## src/pcm_pkg.sv

```systemverilog
package pcm_pkg;

  // Field widths of the two channels.
  localparam int unsigned OP_W  = 3;
  localparam int unsigned ID_W  = 32;
  localparam int unsigned IDX_W = 8;
  localparam int unsigned LEN_W = 9;

  // Default sizes of the two lists.
  localparam int unsigned CORRIDOR_DEPTH_DEF = 256;
  localparam int unsigned VISITED_DEPTH_DEF  = 16;

  typedef enum logic [OP_W-1:0] {
    OP_PUSH_CORRIDOR = 3'd0,
    OP_PUSH_VISITED  = 3'd1,
    OP_MERGE         = 3'd2,
    OP_READ          = 3'd3,
    OP_CLEAR         = 3'd4
  } opcode_e;

  // One corridor word moving down the row of compare cells.
  typedef struct packed {
    logic            live;
    logic            hit;
    logic [ID_W-1:0] word;
  } beat_t;

endpackage

```

## src/pcm_cell.sv

```systemverilog
module pcm_cell #(
  parameter int unsigned AW       = 8,
  parameter int unsigned VIW      = 4,
  parameter int unsigned CELL_IDX = 0
) (
  input  logic                     clk_i,
  input  logic                     rst_ni,
  input  logic                     flush_i,
  input  logic                     wr_en_i,
  input  logic [pcm_pkg::ID_W-1:0] wr_id_i,
  input  logic                     en_i,
  input  pcm_pkg::beat_t           beat_i,
  input  logic [AW-1:0]            cidx_i,
  input  logic [VIW-1:0]           vj_i,
  output pcm_pkg::beat_t           beat_o,
  output logic [AW-1:0]            cidx_o,
  output logic [VIW-1:0]           vj_o,
  output logic [pcm_pkg::ID_W-1:0] id_o
);

  logic [pcm_pkg::ID_W-1:0] id_q;
  logic [pcm_pkg::ID_W-1:0] word_q;
  logic [AW-1:0]            cidx_q;
  logic [VIW-1:0]           vj_q;
  logic                     live_q;
  logic                     hit_q;
  logic                     match;

  // Only the first cell that matches claims the word, so the earliest
  // visited index wins.
  assign match = beat_i.live && !beat_i.hit && en_i && (beat_i.word == id_q);

  always_ff @(posedge clk_i or negedge rst_ni) begin
    if (!rst_ni) begin
      live_q <= 1'b0;
      hit_q  <= 1'b0;
    end else if (flush_i) begin
      live_q <= 1'b0;
      hit_q  <= 1'b0;
    end else begin
      live_q <= beat_i.live;
      hit_q  <= beat_i.hit || match;
    end
  end

  always_ff @(posedge clk_i) begin
    if (wr_en_i) begin
      id_q <= wr_id_i;
    end
    word_q <= beat_i.word;
    cidx_q <= cidx_i;
    vj_q   <= match ? VIW'(CELL_IDX) : vj_i;
  end

  assign beat_o = '{live: live_q, hit: hit_q, word: word_q};
  assign cidx_o = cidx_q;
  assign vj_o   = vj_q;
  assign id_o   = id_q;

endmodule

```

## config.mk

```make
export PLATFORM = sky130hd
export DESIGN_NAME = pcm_cell
export DESIGN_NICKNAME = d
export VERILOG_FILES = /design/src/pcm_pkg.sv /design/src/pcm_cell.sv
export SDC_FILE = /design/constraint.sdc
export NUM_CORES = 1
export LEC_CHECK = 0
export BUFFER_PORTS_ARGS = -buffer_cell sky130_fd_sc_hd__buf_2
export CORE_MARGIN = 2
export CORE_UTILIZATION = 40
export DETAILED_ROUTE_END_ITERATION = 10
export PLACE_DENSITY = 0.85
export SYNTH_ARGS = -nofsm -noshare
export SYNTH_HDL_FRONTEND = slang
export SYNTH_SLANG_ARGS = --single-unit
```

## constraint.sdc

```tcl
create_clock -name clk_i -period 1.9 [get_ports clk_i]
set_input_delay 0.285 -clock clk_i [delete_from_list [all_inputs] [get_ports clk_i]]
set_output_delay 0.285 -clock clk_i [all_outputs]
set_load 0.05 [all_outputs]
```

After elaboration in Yosys (flattened, before gate mapping)
Cells that the tools add are included.

Eq/ne operators: 1. Mux-type cells: 2. Reductions and logical operators: 5.

Operator list (number): equality test 32 bit (1); logical AND 1 bit (3); two-way mux 1 bit (2); zero test 1 bit (1); logical OR 1 bit (1).

Flip-flop bits (word level): 78. Word-level logic and storage cells: 14.

Depth between registers and ports, before layout
Depth in word-level cells: 6. Mapped depth: 4. Mapped depth without buffers: 4.

Worst setup path before layout
OpenSTA, ideal clock, no wires.

Path kind: register to register. Start: register id_q (netlist bit id_o[17]). End: register vj_q[0], in the netlist vj_o[0]. Slack: 0.092 ns. Required time: 1.778 ns. Path buffers: 0. Library setup time: 0.122 ns. Data arrival time: 1.686 ns. Stages on the path, launching flop included: 5. Path through: edfxtp_1 -> xor2_1 -> nor4_1 -> nand4_1 -> o31a_2.

Longest elaborated chain between the ends: 2.

Ends and longest elaborated chain: from (decl) (line pcm_cell.sv:21) `logic [pcm_pkg::ID_W-1:0] id_q;`; from (signal assigned) (line pcm_cell.sv:48) `id_q <= wr_id_i;`; equality test 32 bit (line pcm_cell.sv:31) `assign match = beat_i.live && !beat_i.hit && en_i && (beat_i.word == id_q);`; logical AND 1 bit (line pcm_cell.sv:31); to (signal assigned) (line pcm_cell.sv:52) `vj_q <= match ? VIW'(CELL_IDX) : vj_i;`; to (decl) (line pcm_cell.sv:24) `logic [VIW-1:0] vj_q;`.

Every way passes these cells. A chain may end at the register's enable or synchronous reset.

Worst setup path in the final report
Start: register id_q (netlist bit id_o[9]). End: register vj_q[1], in the netlist vj_o[1].

The elaborated chain is that of the path after synthesis.

==> flow_summary_export.csv <==
group,metric,value,unit
status,status,"completed",
clock_tree,clk_pin_slew_worst_paths,70,ps
placement,dp_hpwl,4.169,mm
setup_path,reg2regPathDepth,4,
pwr,p_total,3.924,mW
detailed_routing,wl,5.080,mm
global_route,globalRouteOverflowTotal,0,
logic_synthesis,seq_area_frac_synth,81.25,%
logic_synthesis,syn_area,2328,um2
global_route,grt_pass1_wl,7.307,mm
final_layout,drive_gt1_share,58.44,%
global_route,grt_usage,15.68,%
placement,dp_slack,86.00,ps
floorplanning,die_y,80.30,um
setup_path,path_cells,"xor2_1, nor4_1, nand4_1, o31a_2",
clock_tree,cts_tree,"yes",
logic_synthesis,synth_cells,132,
setup_path,critPathBufInv,0,
setup_path,cp.arrival,1940,ps
detailed_routing,post-route-drc-count,0,
logic_synthesis,synthTopCellsByArea,"edfxtp_1 41%, dfxtp_1 38%, xor2_1 12%, dfrtp_1 2.1%, nor4_1 1.9%",
worst_hold_path,hold-path-cell-count,1,
final_layout,final_common_cell,"buf_2",
sta,slew_headroom,77.35,%
logic_synthesis,yosys_warnings,0,
floorplanning,start_util,41.77,%
detailed_routing,route.antenna.remaining_nets,0,
setup_path,critPathMaxFanout,5,
clock_tree,clockBufferDepth,2,
placement,portBuffers,160,
sta,rsz0062_at_grt,"no",
sta,max_freq,577.8,MHz
global_route,grt_pass1_vias,1612,
floorplanning,die_area,6447,um2
setup_path,required,2110,ps
job,cap_viol_max_count,0,
sta,finalSetupViolations,0,
floorplanning,coreArea,5574,um2
setup_path,crit_path_max_incr_delay,420,ps
setup_path,cp_top_family,"simple AND/OR/NAND/NOR gates",
sta,fin_crit_sh,91.09,%
final_layout,diodes,0,
final_layout,nNetsFinal,386,
floorplanning,io_pins,161,
clock_tree,cts_resized,0,
clock_tree,cts.sinks,78,
global_route,antenna_found_initial,0,
logic_synthesis,syn_area_per_cell,17.64,um2
final_layout,utilization,62.15,%
detailed_routing,via_per_inst,4.263,
floorplanning,num_rows,27,
logic_synthesis,yosys.area.top_type,"edfxtp_1",
floorplanning,die_w,80.30,um
pwr,ir_drop,0.6245,mV
placement,dp.cells,363,
sta,fin_ws,169.3,ps
logic_synthesis,synth_seq_cells,78,
final_layout,layout_common_cells,"160 x buf_2, 44 x dfxtp_1, 32 x xor2_1, 32 x edfxtp_1, 10 x clkbuf_8",
detailed_routing,dr.first_iter.drc_count,37,
setup_path,slowest_stage,"edfxtp_1",
detailed_routing,vias,1620,
clock_tree,cts_made_buffers,9,
logic_synthesis,synth_nets,215,
global_route,grt_max_degree,20,
detailed_routing,dr.pass1.iters,4,
placement,globalplace.congestion,0.6593,
pwr,leakagePower,1.637,nW
clock_tree,clock_latency,320,ps
logic_synthesis,synth.distinct_cells,14,
detailed_routing,drt-wirelength-per-cell,13.37,um
sta,hold_viol_final,0,
final_layout,layout.cells.non_filler,380,
final_layout,syn_to_final_growth,48.79,%
setup_path,end_kind,"register",
sta,finClkSkew,7.870,ps
worst_hold_path,min_path_type,"input port to register",
setup_path,cp_num_cells,4,
setup_path,start_kind,"register",
sta,slew_viol_final,0,
sta,worst_pin_slew,336.7,ps
pwr,p_per_area,1133,nW/um2
sta,period_needed,1731,ps
clock_tree,root_buffer,"clkbuf_8",
logic_synthesis,yosys.area.top_type_share,41.27,%
clock_tree,htreeDepth,3,
setup_path,crit_type,"register to register",
sta,tns,0,ps
## cell usage after synthesis
library cell,number
dfrtp_1,2
buf_4,2
nand4_1,1
dfxtp_1,44
nand2_1,2
nor2b_1,1
nand3_1,1
xor2_1,32
nand2b_1,1
nor3_1,2
o31a_2,4
edfxtp_1,32
o41ai_2,1
nor4_1,7
## where the power goes
group	switching [mW]	internal (mW)	total [mW]
Clock	0.546	0.803	1.35
Combinational	0.496	0.178	0.674
Sequential	0.0444	1.86	1.90
## registers in the layout, summed over array words and instances (netlist names)
signal,count
cidx_o,8
hit_q,1
live_q,1
vj_o,4
word_q,32
id_o,32
## routing by layer
layer / global-route usage (%) / part of all wire [%] / vias to the layer above
li1: - / - / 804
met3: 4.494 / 8.3 / 2
met2: 28.42 / 55 / 81
met4: 8.136 / 0.43 / 0
met5: 0 / 0 / -
met1: 16.29 / 36 / 733
## final cells by class
class / instances / area (um2)
flip-flops and latches: 78 / 1892
multi-input cells: 52 / 421.7
repair buffers: 162 / 830.8
well taps: 72 / 90.09
clock inverters: 2 / 35.03
clock buffers: 14 / 195.2
fillers: 435 / 2110
## per-stage QoR
stage / hold WS [ps] / area [um2]
finish: 59.52 / 3465
CTS: 37.05 / 3465
global route: 31.57 / 3465
floorplan: -10.59 / 2328
detailed placement: 71.98 / 3224
global placement: 71.99 / 3224
## kinds of logic after synthesis
logic type | Yosys count | share of synthesized area [%]
xor gates and xnor gates | 32 | 12.04
AOI/OAI and AO/OA | 5 | 2.418
buffers and inverters | 2 | 0.6446
and+or+nand+nor | 15 | 3.654
DFF | 78 | 81.25
## final timing paths
path / startpoint / end / slack, ps
worst max-delay path: id_o[9] / vj_o[1] / 170
worst min-delay path: cidx_i[3] / cidx_o[3] / 60
worst max register to register: id_o[9] / vj_o[1] / 170
worst min register to register: id_o[21] / hit_q / 870
max in group asynchronous: rst_ni / hit_q / 1520
min in group asynchronous: rst_ni / live_q / 290
## worst reg2reg max path: stages, from the launching register on
cell and delay (ps):
edfxtp_1 420, xor2_1 180, nor4_1 350, nand4_1 270
o31a_2 400
## what timing repair did
item / 4_1_cts / 5_1_grt
hold buffers: 1 / 0
hold endpoints to repair: 2 / 0
setup buffers: 0 / 0
No activity file was read; power rests on OpenSTA's default activity.
